===== src/rtl/core/nfr_pkg.sv =====
// Shared types, constants and helper functions for the nibble frame receiver.
// No dependencies; every other file of the block imports this package.
package nfr_pkg;

   localparam int CODE_COUNT  = 16;
   localparam int MAX_LENGTH  = 15;
   localparam int SYNC_LENGTH = 6;

   localparam int NIB_W       = 4;
   localparam int CODE_W      = 4;
   localparam int POS_W       = 4;
   localparam int TABLE_W     = 64;
   localparam int STORE_DEPTH = CODE_COUNT * MAX_LENGTH;
   localparam int ADDR_W      = $clog2(STORE_DEPTH);
   localparam int SYNC_W      = $clog2(SYNC_LENGTH + 1);

   // Top level control states
   typedef enum logic [1:0] {
      ST_IDLE,
      ST_COPY,
      ST_READ_ADDR,
      ST_READ_DATA
   } nfr_state_type;

   // Working store write from the frame parser
   typedef struct packed {
      logic              en;
      logic [ADDR_W-1:0] addr;
      logic [NIB_W-1:0]  data;
   } nfr_wr_type;

   // Commit of a completed message
   typedef struct packed {
      logic              en;
      logic [CODE_W-1:0] code;
      logic [POS_W-1:0]  count;
   } nfr_commit_type;

   // Live store read request
   typedef struct packed {
      logic              en;
      logic [ADDR_W-1:0] addr;
   } nfr_rd_type;

   // Element idx of the sync sequence
   function automatic logic [NIB_W-1:0] sync_value(input logic [SYNC_W-1:0] idx);
      return NIB_W'((7 * int'(idx) + 3) & 15);
   endfunction

   function automatic logic code_valid(input logic [CODE_W-1:0] code);
      return (int'(code) < CODE_COUNT);
   endfunction

   // Configured length of a code, saturated; zero for codes out of range
   function automatic logic [POS_W-1:0] code_length(input logic [TABLE_W-1:0] tbl,
                                                     input logic [CODE_W-1:0]  code);
      logic [NIB_W-1:0] len;
      len = tbl[int'(code) * NIB_W +: NIB_W];
      if (!code_valid(code)) begin
         return '0;
      end
      if (int'(len) > MAX_LENGTH) begin
         return POS_W'(MAX_LENGTH);
      end
      return POS_W'(len);
   endfunction

   // Flat store address of nibble pos of code
   function automatic logic [ADDR_W-1:0] store_addr(input logic [CODE_W-1:0] code,
                                                    input logic [POS_W-1:0]  pos);
      return ADDR_W'(int'(code) * MAX_LENGTH + int'(pos));
   endfunction

endpackage


===== src/rtl/core/nfr_req_if.sv =====
// Request channel: nibble strobes and read requests, valid/ready handshake.
// Depends on nfr_pkg for field widths.
interface nfr_req_if;
   import nfr_pkg::*;

   logic              valid;
   logic              ready;
   logic              cmd;
   logic [NIB_W-1:0]  nibble;
   logic [CODE_W-1:0] code;

   modport source (output valid, cmd, nibble, code, input ready);
   modport sink   (input valid, cmd, nibble, code, output ready);
endinterface


===== src/rtl/core/nfr_rsp_if.sv =====
// Response channel: message nibbles or a not-fresh answer, valid/ready handshake.
// Depends on nfr_pkg for field widths.
interface nfr_rsp_if;
   import nfr_pkg::*;

   logic             valid;
   logic             ready;
   logic             fresh;
   logic [NIB_W-1:0] data_nibble;
   logic [POS_W-1:0] position;
   logic             last;

   modport source (output valid, fresh, data_nibble, position, last, input ready);
   modport sink   (input valid, fresh, data_nibble, position, last, output ready);
endinterface


===== src/rtl/core/nfr_parser.sv =====
// Frame parser: sync hunt, code selection and data nibble placement.
// Depends on nfr_pkg; drives working store writes and commit requests.
module nfr_parser (
   input  logic                            clock,
   input  logic                            reset,
   input  logic                            strobe_en,
   input  logic [nfr_pkg::NIB_W-1:0]       nibble,
   input  logic [nfr_pkg::TABLE_W-1:0]     length_table,
   output nfr_pkg::nfr_wr_type             work_wr,
   output nfr_pkg::nfr_commit_type         commit
);
   import nfr_pkg::*;

   logic [SYNC_W-1:0] sync_matched_ff, sync_matched_in;
   logic              synced_ff, synced_in;
   logic              expect_code_ff, expect_code_in;
   logic [CODE_W-1:0] current_code_ff, current_code_in;
   logic [POS_W-1:0]  nibbles_left_ff, nibbles_left_in;
   logic [POS_W-1:0]  write_position_ff, write_position_in;
   logic [POS_W-1:0]  new_len;
   logic [SYNC_W-1:0] sync_next;

   // Parse one accepted nibble
   always_comb begin
      sync_matched_in   = sync_matched_ff;
      synced_in         = synced_ff;
      expect_code_in    = expect_code_ff;
      current_code_in   = current_code_ff;
      nibbles_left_in   = nibbles_left_ff;
      write_position_in = write_position_ff;
      work_wr           = '0;
      commit            = '0;
      new_len           = code_length(length_table, nibble);
      sync_next         = (nibble == sync_value(sync_matched_ff))
                          ? SYNC_W'(sync_matched_ff + 1'b1) : '0;
      if (strobe_en) begin
         if (!synced_ff) begin
            // mismatch restarts the hunt without retesting this nibble
            sync_matched_in = sync_next;
            if (int'(sync_next) >= SYNC_LENGTH) begin
               synced_in      = 1'b1;
               expect_code_in = 1'b1;
            end
         end else if (expect_code_ff) begin
            current_code_in   = nibble;
            write_position_in = '0;
            nibbles_left_in   = new_len;
            if (new_len != '0) begin
               expect_code_in = 1'b0;
            end
         end else if (!code_valid(current_code_ff) ||
                      int'(write_position_ff) >= MAX_LENGTH ||
                      nibbles_left_ff == '0) begin
            expect_code_in = 1'b1;
         end else begin
            work_wr.en        = 1'b1;
            work_wr.addr      = store_addr(current_code_ff, write_position_ff);
            work_wr.data      = nibble;
            write_position_in = POS_W'(write_position_ff + 1'b1);
            nibbles_left_in   = POS_W'(nibbles_left_ff - 1'b1);
            // last data nibble: hand the message over for commit
            if (nibbles_left_ff == POS_W'(1)) begin
               commit.en      = 1'b1;
               commit.code    = current_code_ff;
               commit.count   = POS_W'(write_position_ff + 1'b1);
               expect_code_in = 1'b1;
            end
         end
      end
   end

   always_ff @(posedge clock) begin
      if (reset) begin
         sync_matched_ff   <= '0;
         synced_ff         <= 1'b0;
         expect_code_ff    <= 1'b0;
         current_code_ff   <= '0;
         nibbles_left_ff   <= '0;
         write_position_ff <= '0;
      end else begin
         sync_matched_ff   <= sync_matched_in;
         synced_ff         <= synced_in;
         expect_code_ff    <= expect_code_in;
         current_code_ff   <= current_code_in;
         nibbles_left_ff   <= nibbles_left_in;
         write_position_ff <= write_position_in;
      end
   end

endmodule


===== src/rtl/core/nfr_store.sv =====
// Working and live message stores, with the commit copy sweep between them.
// Depends on nfr_pkg; fed by the parser and read by the top level.
module nfr_store (
   input  logic                        clock,
   input  logic                        reset,
   input  nfr_pkg::nfr_wr_type         work_wr,
   input  nfr_pkg::nfr_commit_type     commit,
   input  nfr_pkg::nfr_rd_type         live_rd,
   output logic [nfr_pkg::NIB_W-1:0]   live_rdata,
   output logic                        copy_busy
);
   import nfr_pkg::*;

   logic [NIB_W-1:0]  work_mem [STORE_DEPTH];
   logic [NIB_W-1:0]  live_mem [STORE_DEPTH];
   logic [NIB_W-1:0]  work_rdata_ff;
   logic [NIB_W-1:0]  live_rdata_ff;

   logic              copy_rd_ff, copy_rd_in;
   logic [CODE_W-1:0] copy_code_ff, copy_code_in;
   logic [POS_W-1:0]  copy_idx_ff, copy_idx_in;
   logic [POS_W-1:0]  copy_cnt_ff, copy_cnt_in;
   logic              pend_ff, pend_in;
   logic [POS_W-1:0]  pend_idx_ff, pend_idx_in;

   // Copy sweep: read working entry, write it to live in the following cycle
   always_comb begin
      copy_rd_in   = copy_rd_ff;
      copy_code_in = copy_code_ff;
      copy_idx_in  = copy_idx_ff;
      copy_cnt_in  = copy_cnt_ff;
      pend_in      = copy_rd_ff;
      pend_idx_in  = copy_idx_ff;
      if (commit.en) begin
         copy_rd_in   = 1'b1;
         copy_code_in = commit.code;
         copy_idx_in  = '0;
         copy_cnt_in  = commit.count;
      end else if (copy_rd_ff) begin
         if (POS_W'(copy_idx_ff + 1'b1) == copy_cnt_ff) begin
            copy_rd_in = 1'b0;
         end else begin
            copy_idx_in = POS_W'(copy_idx_ff + 1'b1);
         end
      end
   end

   always_ff @(posedge clock) begin
      if (reset) begin
         copy_rd_ff <= 1'b0;
         pend_ff    <= 1'b0;
      end else begin
         copy_rd_ff <= copy_rd_in;
         pend_ff    <= pend_in;
      end
      copy_code_ff <= copy_code_in;
      copy_idx_ff  <= copy_idx_in;
      copy_cnt_ff  <= copy_cnt_in;
      pend_idx_ff  <= pend_idx_in;
   end

   // Working store: parser writes, sweep reads
   always_ff @(posedge clock) begin
      if (work_wr.en) begin
         work_mem[work_wr.addr] <= work_wr.data;
      end
      if (copy_rd_ff) begin
         work_rdata_ff <= work_mem[store_addr(copy_code_ff, copy_idx_ff)];
      end
   end

   // Live store: sweep writes, read engine reads
   always_ff @(posedge clock) begin
      if (pend_ff) begin
         live_mem[store_addr(copy_code_ff, pend_idx_ff)] <= work_rdata_ff;
      end
      if (live_rd.en) begin
         live_rdata_ff <= live_mem[live_rd.addr];
      end
   end

   assign live_rdata = live_rdata_ff;
   assign copy_busy  = copy_rd_ff | pend_ff;

endmodule


===== src/rtl/core/nibble_frame_receiver.sv =====
// Top level of the nibble frame receiver: control, fresh marks, length register
// and response register. Depends on nfr_pkg, nfr_req_if, nfr_rsp_if,
// nfr_parser and nfr_store.
//
//   channel   dir  transfer carries
//   req_chan  in   cmd, nibble, code
//   rsp_chan  out  fresh, data_nibble, position, last
//   csr_*     in   length_table write (64 bits), no read-back
//
// The strobe that ends a message starts a copy from the working store to the live
// store; the request channel stays closed until the copy is done and the control
// is back in idle. A read steps through ST_READ_ADDR and ST_READ_DATA for each
// emitted nibble, as the live store read is registered, and stalls while the
// response register is still held.
// Reset is synchronous; it clears control state and fresh marks, the stores
// hold nothing valid until written.
module nibble_frame_receiver (
   input  logic                          clock,
   input  logic                          reset,
   nfr_req_if.sink                       req_chan,
   nfr_rsp_if.source                     rsp_chan,
   input  logic                          csr_wr_en,
   input  logic [nfr_pkg::TABLE_W-1:0]   csr_wr_data
);
   import nfr_pkg::*;

   nfr_state_type        state_ff, state_in;
   logic [TABLE_W-1:0]   length_table_ff;
   logic [CODE_COUNT-1:0] fresh_marks_ff, fresh_marks_in;

   logic [CODE_W-1:0]    rd_code_ff, rd_code_in;
   logic [POS_W-1:0]     rd_len_ff, rd_len_in;
   logic [POS_W-1:0]     rd_idx_ff, rd_idx_in;
   logic                 rd_fresh_ff, rd_fresh_in;

   logic                 rsp_valid_ff, rsp_valid_in;
   logic                 rsp_fresh_ff, rsp_fresh_in;
   logic [NIB_W-1:0]     rsp_data_ff, rsp_data_in;
   logic [POS_W-1:0]     rsp_pos_ff, rsp_pos_in;
   logic                 rsp_last_ff, rsp_last_in;

   logic                 req_take;
   logic                 strobe_en;
   logic                 read_take;
   logic                 slot_free;
   logic                 rd_is_last;
   logic [POS_W-1:0]     req_len;
   nfr_wr_type           work_wr;
   nfr_commit_type       commit;
   nfr_rd_type           live_rd;
   logic [NIB_W-1:0]     live_rdata;
   logic                 copy_busy;

   assign req_chan.ready = (state_ff == ST_IDLE);
   assign req_take       = req_chan.valid & req_chan.ready;
   assign strobe_en      = req_take & ~req_chan.cmd;
   assign read_take      = req_take & req_chan.cmd;
   assign slot_free      = ~rsp_valid_ff | rsp_chan.ready;
   assign req_len        = code_length(length_table_ff, req_chan.code);
   assign rd_is_last     = ~rd_fresh_ff | (POS_W'(rd_idx_ff + 1'b1) == rd_len_ff);

   nfr_parser u_parser (
      .clock        (clock),
      .reset        (reset),
      .strobe_en    (strobe_en),
      .nibble       (req_chan.nibble),
      .length_table (length_table_ff),
      .work_wr      (work_wr),
      .commit       (commit)
   );

   nfr_store u_store (
      .clock      (clock),
      .reset      (reset),
      .work_wr    (work_wr),
      .commit     (commit),
      .live_rd    (live_rd),
      .live_rdata (live_rdata),
      .copy_busy  (copy_busy)
   );

   // Next state
   always_comb begin
      state_in = state_ff;
      unique case (state_ff)
         ST_IDLE: begin
            if (commit.en) begin
               state_in = ST_COPY;
            end else if (read_take) begin
               state_in = ST_READ_ADDR;
            end
         end
         ST_COPY: begin
            if (!copy_busy) begin
               state_in = ST_IDLE;
            end
         end
         ST_READ_ADDR: begin
            state_in = ST_READ_DATA;
         end
         ST_READ_DATA: begin
            if (slot_free) begin
               state_in = rd_is_last ? ST_IDLE : ST_READ_ADDR;
            end
         end
         default: begin
            state_in = ST_IDLE;
         end
      endcase
   end

   // Outputs and datapath
   always_comb begin
      fresh_marks_in = fresh_marks_ff;
      rd_code_in     = rd_code_ff;
      rd_len_in      = rd_len_ff;
      rd_idx_in      = rd_idx_ff;
      rd_fresh_in    = rd_fresh_ff;
      rsp_valid_in   = rsp_valid_ff & ~rsp_chan.ready;
      rsp_fresh_in   = rsp_fresh_ff;
      rsp_data_in    = rsp_data_ff;
      rsp_pos_in     = rsp_pos_ff;
      rsp_last_in    = rsp_last_ff;
      live_rd        = '0;
      unique case (state_ff)
         ST_IDLE: begin
            if (commit.en) begin
               fresh_marks_in[commit.code] = 1'b1;
            end else if (read_take) begin
               rd_code_in  = req_chan.code;
               rd_len_in   = req_len;
               rd_idx_in   = '0;
               rd_fresh_in = code_valid(req_chan.code) &&
                             fresh_marks_ff[req_chan.code] && (req_len != '0);
               if (code_valid(req_chan.code)) begin
                  fresh_marks_in[req_chan.code] = 1'b0;
               end
            end
         end
         ST_COPY: begin
         end
         ST_READ_ADDR: begin
            live_rd.en   = rd_fresh_ff;
            live_rd.addr = store_addr(rd_code_ff, rd_idx_ff);
         end
         ST_READ_DATA: begin
            if (slot_free) begin
               rsp_valid_in = 1'b1;
               rsp_fresh_in = rd_fresh_ff;
               rsp_data_in  = rd_fresh_ff ? live_rdata : '0;
               rsp_pos_in   = rd_fresh_ff ? rd_idx_ff : '0;
               rsp_last_in  = rd_is_last;
               rd_idx_in    = POS_W'(rd_idx_ff + 1'b1);
            end
         end
         default: begin
         end
      endcase
   end

   always_ff @(posedge clock) begin
      if (reset) begin
         state_ff        <= ST_IDLE;
         length_table_ff <= '0;
         fresh_marks_ff  <= '0;
         rsp_valid_ff    <= 1'b0;
      end else begin
         state_ff       <= state_in;
         fresh_marks_ff <= fresh_marks_in;
         rsp_valid_ff   <= rsp_valid_in;
         if (csr_wr_en) begin
            length_table_ff <= csr_wr_data;
         end
      end
      rd_code_ff   <= rd_code_in;
      rd_len_ff    <= rd_len_in;
      rd_idx_ff    <= rd_idx_in;
      rd_fresh_ff  <= rd_fresh_in;
      rsp_fresh_ff <= rsp_fresh_in;
      rsp_data_ff  <= rsp_data_in;
      rsp_pos_ff   <= rsp_pos_in;
      rsp_last_ff  <= rsp_last_in;
   end

   assign rsp_chan.valid       = rsp_valid_ff;
   assign rsp_chan.fresh       = rsp_fresh_ff;
   assign rsp_chan.data_nibble = rsp_data_ff;
   assign rsp_chan.position    = rsp_pos_ff;
   assign rsp_chan.last        = rsp_last_ff;

endmodule

===== src/flat_wrapper.sv =====
// flat-port wrapper written by rule: the top's interface ports become plain ports
module nibble_frame_receiver_flat import nfr_pkg::*;
  (clock, reset, csr_wr_en, csr_wr_data, req_chan_valid, req_chan_cmd, req_chan_nibble, req_chan_code, req_chan_ready, rsp_chan_valid, rsp_chan_fresh, rsp_chan_data_nibble, rsp_chan_position, rsp_chan_last, rsp_chan_ready);
  nfr_req_if req_chan_i ();
  nfr_rsp_if rsp_chan_i ();
  input  logic clock;
  input  logic reset;
  input  logic csr_wr_en;
  input  logic [nfr_pkg::TABLE_W-1:0] csr_wr_data;
  input wire logic [$bits(req_chan_i.valid)-1:0] req_chan_valid;
  input wire logic [$bits(req_chan_i.cmd)-1:0] req_chan_cmd;
  input wire logic [$bits(req_chan_i.nibble)-1:0] req_chan_nibble;
  input wire logic [$bits(req_chan_i.code)-1:0] req_chan_code;
  output wire logic [$bits(req_chan_i.ready)-1:0] req_chan_ready;
  output wire logic [$bits(rsp_chan_i.valid)-1:0] rsp_chan_valid;
  output wire logic [$bits(rsp_chan_i.fresh)-1:0] rsp_chan_fresh;
  output wire logic [$bits(rsp_chan_i.data_nibble)-1:0] rsp_chan_data_nibble;
  output wire logic [$bits(rsp_chan_i.position)-1:0] rsp_chan_position;
  output wire logic [$bits(rsp_chan_i.last)-1:0] rsp_chan_last;
  input wire logic [$bits(rsp_chan_i.ready)-1:0] rsp_chan_ready;
  assign req_chan_i.valid = req_chan_valid;
  assign req_chan_i.cmd = req_chan_cmd;
  assign req_chan_i.nibble = req_chan_nibble;
  assign req_chan_i.code = req_chan_code;
  assign req_chan_ready = req_chan_i.ready;
  assign rsp_chan_valid = rsp_chan_i.valid;
  assign rsp_chan_fresh = rsp_chan_i.fresh;
  assign rsp_chan_data_nibble = rsp_chan_i.data_nibble;
  assign rsp_chan_position = rsp_chan_i.position;
  assign rsp_chan_last = rsp_chan_i.last;
  assign rsp_chan_i.ready = rsp_chan_ready;
  nibble_frame_receiver u_core (.clock(clock), .reset(reset), .req_chan(req_chan_i), .rsp_chan(rsp_chan_i), .csr_wr_en(csr_wr_en), .csr_wr_data(csr_wr_data));
endmodule

===== config.mk =====
export PLATFORM = sky130hd
export DESIGN_NAME = nibble_frame_receiver_flat
export DESIGN_NICKNAME = d
export VERILOG_FILES = /design/src/rtl/core/nfr_pkg.sv /design/src/rtl/core/nfr_req_if.sv /design/src/rtl/core/nfr_rsp_if.sv /design/src/rtl/core/nfr_parser.sv /design/src/rtl/core/nfr_store.sv /design/src/rtl/core/nibble_frame_receiver.sv /design/src/flat_wrapper.sv
export SDC_FILE = /design/constraint.sdc
export NUM_CORES = 2
export LEC_CHECK = 0
export ABC_AREA = 0
export ABC_CLOCK_PERIOD_IN_PS = 16900
export BUFFER_PORTS_ARGS = -buffer_cell sky130_fd_sc_hd__buf_2
export CAP_MARGIN = 20
export CORE_ASPECT_RATIO = 0.7
export CORE_MARGIN = 10
export CORE_UTILIZATION = 30
export CTS_CLUSTER_SIZE = 20
export DETAILED_ROUTE_END_ITERATION = 8
export HOLD_SLACK_MARGIN = 0.03
export SKIP_LAST_GASP = 1
export SLEW_MARGIN = 10
export SYNTH_ARGS = -nofsm -noshare
export SYNTH_HDL_FRONTEND = slang
export SYNTH_HIERARCHICAL = 1
export SYNTH_SLANG_ARGS = --single-unit
export TNS_END_PERCENT = 1

===== constraint.sdc =====
create_clock -name clock -period 16.9 [get_ports clock]
set_clock_uncertainty 0.2 [all_clocks]
set_input_delay 3.38 -clock clock [delete_from_list [all_inputs] [get_ports clock]]
set_output_delay 3.38 -clock clock [all_outputs]
set_load 0.01 [all_outputs]

Word level (Yosys, flattened, before mapping):

Memories as Yosys holds them, arrays and structs flattened. A register that Yosys moved wholly into a read port is not among the register bits.
Cells that the tools add are included.

* add/subtract/negate cells: 10
* multipliers: 4
* $lt $le $gt $ge: 6
* equal/unequal tests: 13
* shift operators: 2
* mux-type cells: 50
* bitwise gates (word level): 19
* reductions and logical operators: 22

Operator list (count)
* $shiftx A64 B7 Y4: 2
* $mux W9: 6
* $mux W13: 4
* $mux W16: 2
* $mux W4: 7
* $mul A4 B4 Y8 const B: 3
* $mux W1: 20
* $add A8 B4 Y8: 2
* $add A8 B5 Y8: 2
* $and A16 B16 Y16: 1
* $not A16 Y16: 1
* $or A16 B16 Y16: 1
* $add A4 B1 Y4 const B: 3
* $eq A4 B4 Y1: 3
* $reduce_and A3 Y1: 4
* $lt A4 B5 Y1 const B: 2
* $mux W2: 5
* $reduce_and A2 Y1: 5
* $not A1 Y1: 9
* $demux W1 S4: 2
* $ge A4 B1 Y1 const B: 2
* $ne A2 B2 Y1 const B: 4
* $pmux W2 S4: 1
* $pmux W4 S2: 1
* other kinds (23): 34

* bits in registers: 141
* memory bits (writable): 1920
* bits of input ports: 78
* output and inout bits: 12
* logic and storage cells: 152
* memories: 2

Memory list
* u_core.u_store.live_mem: depth 240, width 4, rd ports 1, clocked after memory_dff 1, wr ports 1, line nfr_store.sv:15 `logic [NIB_W-1:0] live_mem [STORE_DEPTH];`
* u_core.u_store.work_mem: depth 240, width 4, rd ports 1, clocked after memory_dff 1, wr ports 1, line nfr_store.sv:14 `logic [NIB_W-1:0] work_mem [STORE_DEPTH];`

Longest topological paths before layout:

* word-level depth: 12
* depth in mapped cells: 20
* mapped depth without buffers: 16

Cells and area by module:

The synthesis kept the hierarchy.

By module, submodules not included
* nfr_store: times used 1, cells each 3680, area an instance 77205.3 um2, seq. area each 58335.9 um2
* nibble_frame_receiver: times used 1, cells each 478, area an instance 5232.5 um2, seq. area each 2352.3 um2
* nfr_parser: times used 1, cells each 243, area an instance 2130.8 um2, seq. area each 340.3 um2

Worst setup path before layout:

Ideal clock, no wire load.

* path kind: input port to flip-flop
* start: in req_chan_valid
* end: mem u_core.u_store.work_mem[0][3] (data pin)
* setup time: 1319 ps
* arrival: 9596 ps
* required time: 15381 ps
* setup slack: 5785 ps
* stages: 4
* buffers on the path: 0
* cell sequence: nand2_1 -> nor2_1 -> nand4_1 -> nor2_1

RTL lines
* from (decl): line flat_wrapper.sv:10 `input wire logic [$bits(req_chan_i.valid)-1:0] req_chan_valid;`
* to (decl): line nfr_store.sv:14

==> results.json <==
{
  "status": "complete, no violations",
  "synth.net_count": 4564,
  "leakagePower_nw": 22.89,
  "gp_congestion": 0.7962,
  "wl_per_cell_um": 26.16,
  "grt_max_degree": 241,
  "drt_iter0_markers": 5837,
  "relSlewSlack_pct": 19.44,
  "fill_cells": 25920,
  "drive_above_1_share_pct": 23.68,
  "yosys-top-cells-area": "edfxtp_1, mux4_2, nor2_1",
  "cts_root_buf": "clkbuf_16",
  "tightest_slew_ns": 1.208,
  "port_buffers": 89,
  "die_area_mm2": 0.3039,
  "final.min_clock_period_ns": 7.403,
  "rsz0062_at_grt": "no",
  "die_h_um": 464.2,
  "maxCapViolations": 0,
  "synth_seq_area_share_pct": 72.16,
  "setup_viol": 0,
  "cts_tree": "yes",
  "synth_flop_cell": "edfxtp_1",
  "cts_sinks": 2069,
  "final_cell_count_no_fill": 8353,
  "irDropWorstVdd_uv": 125.5,
  "nNetsFinal": 4658,
  "area_growth_pct": 13.29,
  "crit_required_ns": 17.18,
  "gr-total-overflow": 0,
  "antenna_found_initial": 24,
  "ys_types": 67,
  "critPathCaptureType": "register",
  "setup-tns-final_ns": 0,
  "io_pins": 90,
  "design_power_total_w": 0.01028,
  "avgSynthCellArea_um2": 19.22,
  "synthArstFlopShare_pct": 0,
  "crit_type": "input pin to register",
  "hold_viol_final": 0,
  "cts_hold_buf": 0,
  "grt_first_pass_wirelength_um": 318500,
  "htreeDepth": 4,
  "clock_latency_ns": 0.84,
  "cp_max_fo": 17,
  "synth_seq_cells": 2069,
  "cp-start-kind": "input pin",
  "postRouteAntennaNets": 0,
  "yosysTopAreaCell": "edfxtp_1",
  "synth-edff-count": 1959,
  "slew_viol_final": 0,
  "routed_via_density": 5.214,
  "netlist_area_mm2": 0.08457,
  "drtPass1Iterations": 6,
  "critPathArrivalTime_ns": 7.68,
  "fmax_mhz": 135.1,
  "min_path_cells": 0,
  "die_x_um": 654.6,
  "min_period_over_period_pct": 43.81,
  "grtUsageTotal_pct": 14.06,
  "core_mm2": 0.2795,
  "num_rows": 162,
  "vias": 43560,
  "clockBufferDepth": 3,
  "p_per_area_mw_per_mm2": 107.3,
  "grt_pass1_vias": 43040,
  "yosysWarningCount": 6,
  "clk_pin_slew_ns": 0.07,
  "dpl.hpwl_um": 134900,
  "drcViolationCount": 0,
  "min_path_type": "register to register",
  "post_cts_buffers": 0,
  "place_inst": 7984,
  "synth_cells": 4401,
  "synth_top_area_share_pct": 69.56,
  "cts_resized": 0,
  "rr_worst_depth": 14,
  "wl_um": 218500,
  "numCtsBuffers": 198,
  "initial_core_util_pct": 30.26
}
==> cells in the final DEF, fill, tap and decap left out, types with 9 or more instances in the layout <==
cell type,Yosys,final
a31oi_1,10,10
clkinvlp_4,0,9
buf_2,68,87
nand2b_1,16,16
a21oi_1,50,50
xor2_1,21,18
mux4_2,609,609
clkinv_2,0,36
a221oi_1,9,9
clkbuf_16,0,200
nand3_1,57,55
ha_1,61,60
o211ai_1,10,10
mux4_1,13,13
a22oi_1,14,14
buf_4,11,54
o21ai_0,26,26
nand2_1,143,124
clkbuf_1,150,36
a211oi_1,12,12
clkinv_1,0,37
inv_1,63,63
a311oi_1,9,9
nor2_1,617,612
bufinv_16,0,26
edfxtp_1,1959,1959
nor2b_1,21,21
nor3_1,23,23
fa_1,24,23
xnor2_1,35,33
mux2i_1,109,109
nand2_2,0,19
and2_1,24,18
dfxtp_1,110,110
==> layer usage <==
metal,share of wire [%],track usage (%),routed length (um)
met1,45,21.89,98610
met2,42,19.44,92150
met3,11,3.609,23060
met4,2.2,3.245,4704
met5,0,0,0
==> power breakdown <==
group          switching [W]  internal [W]  leakage [nW]
Combinational       0.000137     0.0000890          6.47
Sequential         0.0000109       0.00553          13.2
Clock                0.00192       0.00259          3.20
==> worst max-delay path, stage by stage <==
cell and delay [ns]:
buf_2 0.23, nand2_1 0.10, nor2_1 0.33, nand4_1 0.68, inv_1 0.37, buf_4 0.31, and2_1 0.37, nand2b_1 0.17
nor2_1 0.35, nand3_2 0.73, nor2_1 0.60
==> stage by stage <==
| stage | util, % | worst slack, ns | cell area (um^2) | hold slack [ns] |
|---|---|---|---|---|
| floorplan | - | 5.785 | 84570 | 0.1833 |
| global placement | 31.91 | 8.703 | 89180 | 0.2249 |
| detailed placement | 31.91 | 8.674 | 89180 | 0.2335 |
| CTS | 34.27 | 9.603 | 95780 | 0.2429 |
| global route | 34.27 | 9.174 | 95800 | 0.2557 |
| finish | 34.28 | 9.497 | 95810 | 0.2401 |
==> path summary, 6_finish.rpt <==
check	endpoint	slack, ns	start
max	u_core/u_store/work_mem[55][2]	9.50	req_chan_valid
min	u_core/u_store/pend_idx_ff[1]	0.24	u_core/u_store/copy_idx_ff[1]
max reg2reg	u_core/u_store/work_rdata_ff[2]	10.23	u_core/u_store/copy_code_ff[0]
min reg2reg	u_core/u_store/pend_idx_ff[1]	0.24	u_core/u_store/copy_idx_ff[1]
==> cells in the mapped netlist, types with 50 or more instances <==
| library cell | n |
|---|---|
| edfxtp_1 | 1959 |
| nor2_1 | 617 |
| mux4_2 | 609 |
| clkbuf_1 | 150 |
| nand2_1 | 143 |
| dfxtp_1 | 110 |
| mux2i_1 | 109 |
| buf_2 | 68 |
| inv_1 | 63 |
| ha_1 | 61 |
| nand3_1 | 57 |
| a21oi_1 | 50 |
==> cell families after synthesis <==
family,count (synthesis),synth area share (%)
simple gates,954,4.731
buf+inv,319,1.657
mux,731,17.91
fa+ha+maj,85,1.471
compound gates,186,1.465
xor+xnor,57,0.5992
flops,2069,72.16
==> registers in the layout, indices dropped and copies added, names as in the netlist, 2 cells and up <==
| register | cells |
|---|---|
| u_core/fresh_marks_ff | 16 |
| u_core/length_table_ff | 64 |
| u_core/rd_code_ff | 4 |
| u_core/rd_idx_ff | 4 |
| u_core/rd_len_ff | 4 |
| u_core/rsp_chan.data_nibble | 4 |
| u_core/rsp_chan.position | 4 |
| u_core/state_ff | 2 |
| u_core/u_parser/current_code_ff | 4 |
| u_core/u_parser/nibbles_left_ff | 4 |
| u_core/u_parser/sync_matched_ff | 3 |
| u_core/u_parser/write_position_ff | 4 |
| u_core/u_store/copy_cnt_ff | 4 |
| u_core/u_store/copy_code_ff | 4 |
| u_core/u_store/copy_idx_ff | 4 |
| u_core/u_store/live_mem | 960 |
| u_core/u_store/live_rdata | 4 |
| u_core/u_store/pend_idx_ff | 4 |
| u_core/u_store/work_mem | 960 |
| u_core/u_store/work_rdata_ff | 4 |
==> area by class of cell <==
class / instances / area, um^2 / share of cell area, %
Clock buffer: 240 / 5195 / 5.422
Antenna cell: 6 / 15.01 / 0.01567
Multi-Input combinational cell: 2013 / 22320 / 23.29
Tap cell: 3690 / 4617 / 4.819
Timing Repair Buffer: 149 / 996.0 / 1.040
Clock inverter: 122 / 1401 / 1.463
Inverter: 64 / 240.2 / 0.2507
Sequential cell: 2069 / 61030 / 63.70
(Power assumes the default switching activity.)
